### src/sv/pmci_pkg.sv
// Shared constants, knot tables and types for the periodic monotone cubic interpolator.
package pmci_pkg;

	localparam int ANGLE_W = 24;
	localparam int SEL_W   = 2;
	localparam int VALUE_W = 32;
	localparam int KNOTS   = 16;
	localparam int KNOT_W  = $clog2(KNOTS);
	localparam int TQ      = 20;

	// one turn and one segment in angle units
	localparam int FULL     = 360 * 256;
	localparam int SEG      = FULL / KNOTS;
	localparam int FULL_W   = 17;
	localparam int SEG_W    = 13;
	localparam int RED_W    = 25;

	// bias that makes any angle nonnegative and is a whole number of turns
	localparam logic [RED_W-1:0] ANGLE_BIAS = 25'd8478720;

	// floor(2^40 / FULL)
	localparam logic [23:0] RECIP_FULL  = 24'd11930464;
	localparam int          RECIP_FULL_SH = 40;

	// t = floor(w * 2^13 / 45); floor(2^32 / 45)
	localparam int          T_DIV       = 45;
	localparam logic [26:0] RECIP_TDIV  = 27'd95443717;
	localparam int          RECIP_TDIV_SH = 19;

	// final scale: 200 << 12 = 2^15 * 25
	localparam int          ROUND_HALF  = 409600;
	localparam int          OUT_DIV     = 25;
	localparam logic [33:0] RECIP_OUT   = 34'd10995116277;
	localparam int          RECIP_OUT_SH = 38;

	localparam logic [11:0] KNOT_Y [4][KNOTS] = '{
		'{12'd2100, 12'd2100, 12'd2100, 12'd1700, 12'd1600, 12'd1440, 12'd1160, 12'd1560,
		  12'd1600, 12'd1840, 12'd1800, 12'd1700, 12'd2020, 12'd2320, 12'd2400, 12'd2000},
		'{12'd400, 12'd330, 12'd340, 12'd330, 12'd410, 12'd350, 12'd340, 12'd380,
		  12'd360, 12'd430, 12'd480, 12'd480, 12'd430, 12'd560, 12'd550, 12'd520},
		'{12'd10, 12'd10, 12'd10, 12'd7, 12'd13, 12'd8, 12'd4, 12'd5,
		  12'd7, 12'd17, 12'd20, 12'd18, 12'd17, 12'd15, 12'd13, 12'd13},
		'{default: 12'd0}
	};

	// harmonic-mean slope term at each knot, units 2^-16/200
	localparam logic signed [27:0] KNOT_S [4][KNOTS] = '{
		'{28'sd0, 28'sd0, 28'sd0, -28'sd10485760, -28'sd8065969, -28'sd13345513, 28'sd0,
		  28'sd4766255, 28'sd4493897, 28'sd0, -28'sd3744914, 28'sd0, 28'sd20295019,
		  28'sd8278232, 28'sd0, 28'sd0},
		'{-28'sd5794762, 28'sd0, 28'sd0, 28'sd0, 28'sd0, -28'sd1123474, 28'sd0, 28'sd0,
		  28'sd0, 28'sd3822933, 28'sd0, 28'sd0, 28'sd0, 28'sd0, -28'sd983040,
		  -28'sd3145728},
		'{28'sd0, 28'sd0, 28'sd0, 28'sd0, 28'sd0, -28'sd291271, 28'sd0, 28'sd87381,
		  28'sd218453, 28'sd302474, 28'sd0, -28'sd87381, -28'sd87381, -28'sd131072,
		  28'sd0, 28'sd0},
		'{default: 28'sd0}
	};

	typedef struct packed {
		logic              valid;
		logic [SEL_W-1:0]  sel;
		logic [KNOT_W-1:0] left;
		logic [TQ-1:0]     t;
	} phase_t;

endpackage

### src/sv/pmci_phase.sv
// Angle reduction, segment search and Q20 fraction pipeline.
module pmci_phase import pmci_pkg::*; (
	input  logic               clk,
	input  logic               arst_n,
	input  logic               en,
	input  logic               in_valid,
	input  logic [ANGLE_W-1:0] angle,
	input  logic [SEL_W-1:0]   table_select,
	output phase_t             ph
);

	logic v_s1, v_s2, v_s3, v_s4, v_s5, v_s6, v_s7;
	logic [SEL_W-1:0] sel_s1, sel_s2, sel_s3, sel_s4, sel_s5, sel_s6, sel_s7;
	logic [RED_W-1:0] a_s1, a_s2;
	logic [7:0] qe_s2;
	logic [FULL_W:0] rem_s3;
	logic [FULL_W-1:0] r_s4;
	logic [KNOT_W-1:0] left_s5, left_s6, left_s7;
	logic [SEG_W-1:0] w_s5, w_s6;
	logic [TQ-1:0] tq_s6, t_s7;

	logic [RED_W-1:0] a_in;
	logic [48:0] prod_full;
	logic [RED_W-1:0] rem_full;
	logic [KNOT_W-1:0] left_c;
	logic [FULL_W-1:0] w_full;
	logic [39:0] prod_t;
	logic [25:0] x_t, rem_t;

	assign a_in      = {angle[ANGLE_W-1], angle} + ANGLE_BIAS;
	assign prod_full = 49'(a_s1) * 49'(RECIP_FULL);
	assign rem_full  = a_s2 - RED_W'(qe_s2) * RED_W'(FULL);
	assign prod_t    = 40'(w_s5) * 40'(RECIP_TDIV);
	assign x_t       = {w_s6, 13'b0};
	assign rem_t     = x_t - 26'(tq_s6) * 26'(T_DIV);
	assign w_full    = r_s4 - FULL_W'(left_c) * FULL_W'(SEG);
	assign ph        = '{valid: v_s7, sel: sel_s7, left: left_s7, t: t_s7};

	always_comb begin
		left_c = '0;
		for (int k = 1; k < KNOTS; k++) begin
			if (r_s4 >= FULL_W'(k * SEG)) begin
				left_c = KNOT_W'(k);
			end
		end
	end

	always_ff @(posedge clk or negedge arst_n) begin
		if (!arst_n) begin
			v_s1 <= 1'b0;
			v_s2 <= 1'b0;
			v_s3 <= 1'b0;
			v_s4 <= 1'b0;
			v_s5 <= 1'b0;
			v_s6 <= 1'b0;
			v_s7 <= 1'b0;
		end else if (en) begin
			v_s1 <= in_valid;
			v_s2 <= v_s1;
			v_s3 <= v_s2;
			v_s4 <= v_s3;
			v_s5 <= v_s4;
			v_s6 <= v_s5;
			v_s7 <= v_s6;
		end
	end

	always_ff @(posedge clk) begin
		if (en) begin
			a_s1   <= a_in;
			sel_s1 <= table_select;
			qe_s2  <= prod_full[RECIP_FULL_SH+7:RECIP_FULL_SH];
			a_s2   <= a_s1;
			sel_s2 <= sel_s1;
			rem_s3 <= rem_full[FULL_W:0];
			sel_s3 <= sel_s2;
			r_s4   <= (rem_s3 >= (FULL_W+1)'(FULL)) ?
				FULL_W'(rem_s3 - (FULL_W+1)'(FULL)) : rem_s3[FULL_W-1:0];
			sel_s4 <= sel_s3;
			left_s5 <= left_c;
			w_s5    <= w_full[SEG_W-1:0];
			sel_s5  <= sel_s4;
			tq_s6   <= prod_t[RECIP_TDIV_SH+TQ-1:RECIP_TDIV_SH];
			w_s6    <= w_s5;
			left_s6 <= left_s5;
			sel_s6  <= sel_s5;
			t_s7    <= (rem_t >= 26'(T_DIV)) ? tq_s6 + 1'b1 : tq_s6;
			left_s7 <= left_s6;
			sel_s7  <= sel_s6;
		end
	end

endmodule

### config.mk
export PLATFORM = sky130hd
export DESIGN_NAME = pmci_phase
export DESIGN_NICKNAME = d
export VERILOG_FILES = /design/src/sv/pmci_pkg.sv /design/src/sv/pmci_phase.sv
export SDC_FILE = /design/constraint.sdc
export NUM_CORES = 1
export LEC_CHECK = 0
export BUFFER_PORTS_ARGS = -buffer_cell sky130_fd_sc_hd__buf_4
export CORE_AREA = 3 3 193 195
export CTS_CLUSTER_SIZE = 10
export DETAILED_ROUTE_END_ITERATION = 6
export DIE_AREA = 0 0 196 198
export PLACE_DENSITY = 0.78
export SLEW_MARGIN = 25
export SYNTH_ARGS = -nofsm -noshare
export SYNTH_HDL_FRONTEND = slang
export SYNTH_SLANG_ARGS = --single-unit
### constraint.sdc
create_clock -name clk -period 5.6 [get_ports clk]
set_input_delay 0.84 -clock clk [delete_from_list [all_inputs] [get_ports clk]]
set_output_delay 0.84 -clock clk [all_outputs]
set_load 0.02 [all_outputs]
==> out/metrics.yaml <==
setup_path:
  cp.arrival_ns: 6.18
  endpoint_kind: "flop"
  crit_type: "flop to flop"
  crit_chain: "ha_4 -> inv_2 -> fa_1 -> inv_2 -> fa_1 -> inv_1 -> fa_1 -> fa_1 -> fa_1 -> inv_2 -> ha_4 -> a21o_1 -> a21o_1 -> a21o_1 -> a21oi_2 -> o211ai_1 -> a21oi_2 -> a311oi_4 -> o41a_1 -> or4_4 -> nand3_2"
  startpoint_type: "flop"
  slowest_delay_ns: 0.56
  critical_path.top_delay_family: "adder cells"
  cpMostUsedCell: "fa_1"
  critPathBufInv: 4
  cp_max_fo: 3
  crit_slowest_cell: "fa_1"
  cp.required_ns: 5.92
synthesis:
  syn_inst: 1903
  avgSynthCellArea_um2: 11.0
  synth-edff-count: 177
  synthXorXnorAreaFrac: 0.0366
  synth_top_area_cell: "fa_1"
  ys_async_sr_fraction: 0.0380
  synth_seq_cells: 184
  synth_top_family_by_area: "adder cells"
  netlist_area_um2: 21000
  synthMuxAreaShare: 0.00627
  yosys.area.top_type_share: 0.260
  synth_nets: 2550
  yosysUniqueCellTypes: 77
  synth_flop_cell: "edfxtp_1"
  netlist_top_cells_area: "fa_1, edfxtp_1, ha_1"
  synth_compound_area_frac: 0.0727
  ys_warn_count: 0
  synth-simple-area-share: 0.0605
  synthAdderAreaFrac: 0.466
  synth_seq_area_share: 0.262
cells_and_area:
  layout-drive-gt1-share: 0.193
  layout.cells.non_filler: 2653
  diodes: 0
  fill_cells: 2467
  fin_area_um2: 24900
  post-route-util: 0.700
  final_nets: 2826
  area_delta_synth_final_pct: 18.9
die:
  rows: 69
  fp.dieH_um: 198
  io_pins: 57
  start_util: 0.589
  core_um2: 35600
  die-width_um: 196
  dieArea_um2: 38800
sta:
  fin_crit_ns: 5.86
  rsz0062_at_grt: "yes"
  setup_ws_ns: -0.263
  hold_viol_final: 0
  skew_ns: 0.0128
  worst_pin_slew_ns: 0.699
  finalCritPeriodShare: 1.05
  finalSetupTns_ns: -0.693
  timing.slew.headroom: 0.532
  slew_violations: 0
  max_freq_mhz: 171
  finalSetupViolCount: 5
grt:
  grt_pass1_wl_um: 75400
  grt_pass1_vias: 15170
  grt.overflow.total: 0
  antenna_found_initial: 0
  grt_max_degree: 129
  track_usage: 0.247
cts:
  clock_latency_ns: 0.45
  clockBufferDepth: 2
  cts_tree: "done"
  h-tree-depth: 4
  hold_buffers: 0
  clk_pin_slew_worst_paths_ns: 0.08
  cts_root_buf: "clkbuf_16"
  cts_buffers: 17
  cts.sinks: 184
placed_design:
  placed_area_um2: 23300
  dp_hpwl_um: 38800
  place.gp.congestion: 0.974
  dp_cells: 2578
  portBuffers: 56
route:
  dr.first_iter.drc_count: 787
  drc: 0
  dr.pass1.iters: 5
  routed_wl_um: 48200
  via_per_inst: 5.41
  antenna_left: 0
  vias: 14348
  drt-wirelength-per-cell_um: 18.2
flow_run:
  drv_cap: 0
hold_path:
  min_path_type: "primary input to async pin"
status:
  status: "finished with violations"
  violations: "negative setup slack"
## through the flow
stage	hold WS [ns]	setup slack, ns
5_1_grt	0.167	-0.436
6_report	0.184	-0.263
4_1_cts	0.172	-0.231
3_3_place_gp	0.400	-0.301
2_1_floorplan	0.400	-0.0932
3_5_place_dp	0.405	-0.407
## state kept, by name (all words and copies together), names as in the netlist, 4 cells and up
name and cells:
qe_s2 7, left_s6 4, a_s2 18, w_s5 13, tq_s6 20, r_s4 17, left_s7 4, a_s1 25
w_s6 13, t_s7 20, left_s5 4, rem_s3 18
## final cells by class
class	instances	area, um2	share of cell area
clock buffers	17	425	0.0171
clock inverters	15	154	0.00618
inverters	518	1940	0.0781
multi-input cells	1184	14200	0.570
flip-flops and latches	184	5490	0.220
well taps	461	577	0.0232
repair buffers	274	2120	0.0850
## repair_timing
item	CTS	global route
buffers inserted	11	32
pin swaps	18	38
gates resized for setup	22	76
setup endpoints to repair	7	37
cloned	0	1
## final timing paths
| check | cells after the start | to | start | slack [ns] |
|---|---|---|---|---|
| setup / recovery | 21 | qe_s2[6] | a_s1[20] | -0.26 |
| hold / removal | 1 | v_s1 | arst_n | 0.18 |
| setup reg to reg | 21 | qe_s2[6] | a_s1[20] | -0.26 |
| hold reg to reg | 0 | rem_s3[10] | a_s2[10] | 0.42 |
| max in group asynchronous | 1 | v_s5 | arst_n | 5.30 |
| min in group clk | 0 | rem_s3[10] | a_s2[10] | 0.42 |
## Yosys cell counts, types with 7 or more instances
master    number
edfxtp_1     177
fa_1         272
dfrtp_1        7
nand3_1       33
inv_1        517
a21o_1        25
a21oi_1       60
nand2b_1      10
nand2_1       41
and3_1        15
nor2b_1       12
o211ai_1       7
nand4_1       15
o21ai_0       37
o21bai_1       8
clkbuf_1      14
xnor2_1       66
xor2_1        19
nor2_1        56
nor3_1        22
ha_1         345
a31oi_1       11
mux2_2         8
o21a_1        12
## per-layer routing
layer | track usage | wire, um
met1 | 0.332 | 20800
met2 | 0.422 | 24000
met3 | 0.0420 | 2330
met4 | 0.0655 | 1080
met5 | 0 | 0
## cells in the final DEF, fill, tap and decap left out, drive strengths merged, types with 41 or more instances in the layout
cell,netlist,final
buf,3,272
inv,517,525
edfxtp,177,177
nor2,56,56
ha,345,345
nand2,41,41
a21oi,60,60
fa,272,272
o21ai,41,41
xnor2,66,66
## cell families (layout without fill, tap and decap cells)
group / Yosys count / count (layout)
adder cells (fa/ha/maj): 617 / 617
buffers and inverters: 535 / 824
AND/OR/NAND/NOR: 244 / 244
AO/OA/AOI/OAI: 225 / 225
flip-flops: 184 / 184
XOR/XNOR: 86 / 86
multiplexers: 12 / 12
Power is left out: the tool's default activity adds up to more than one toggle a clock period on the data nets, which glitch-free logic cannot reach.
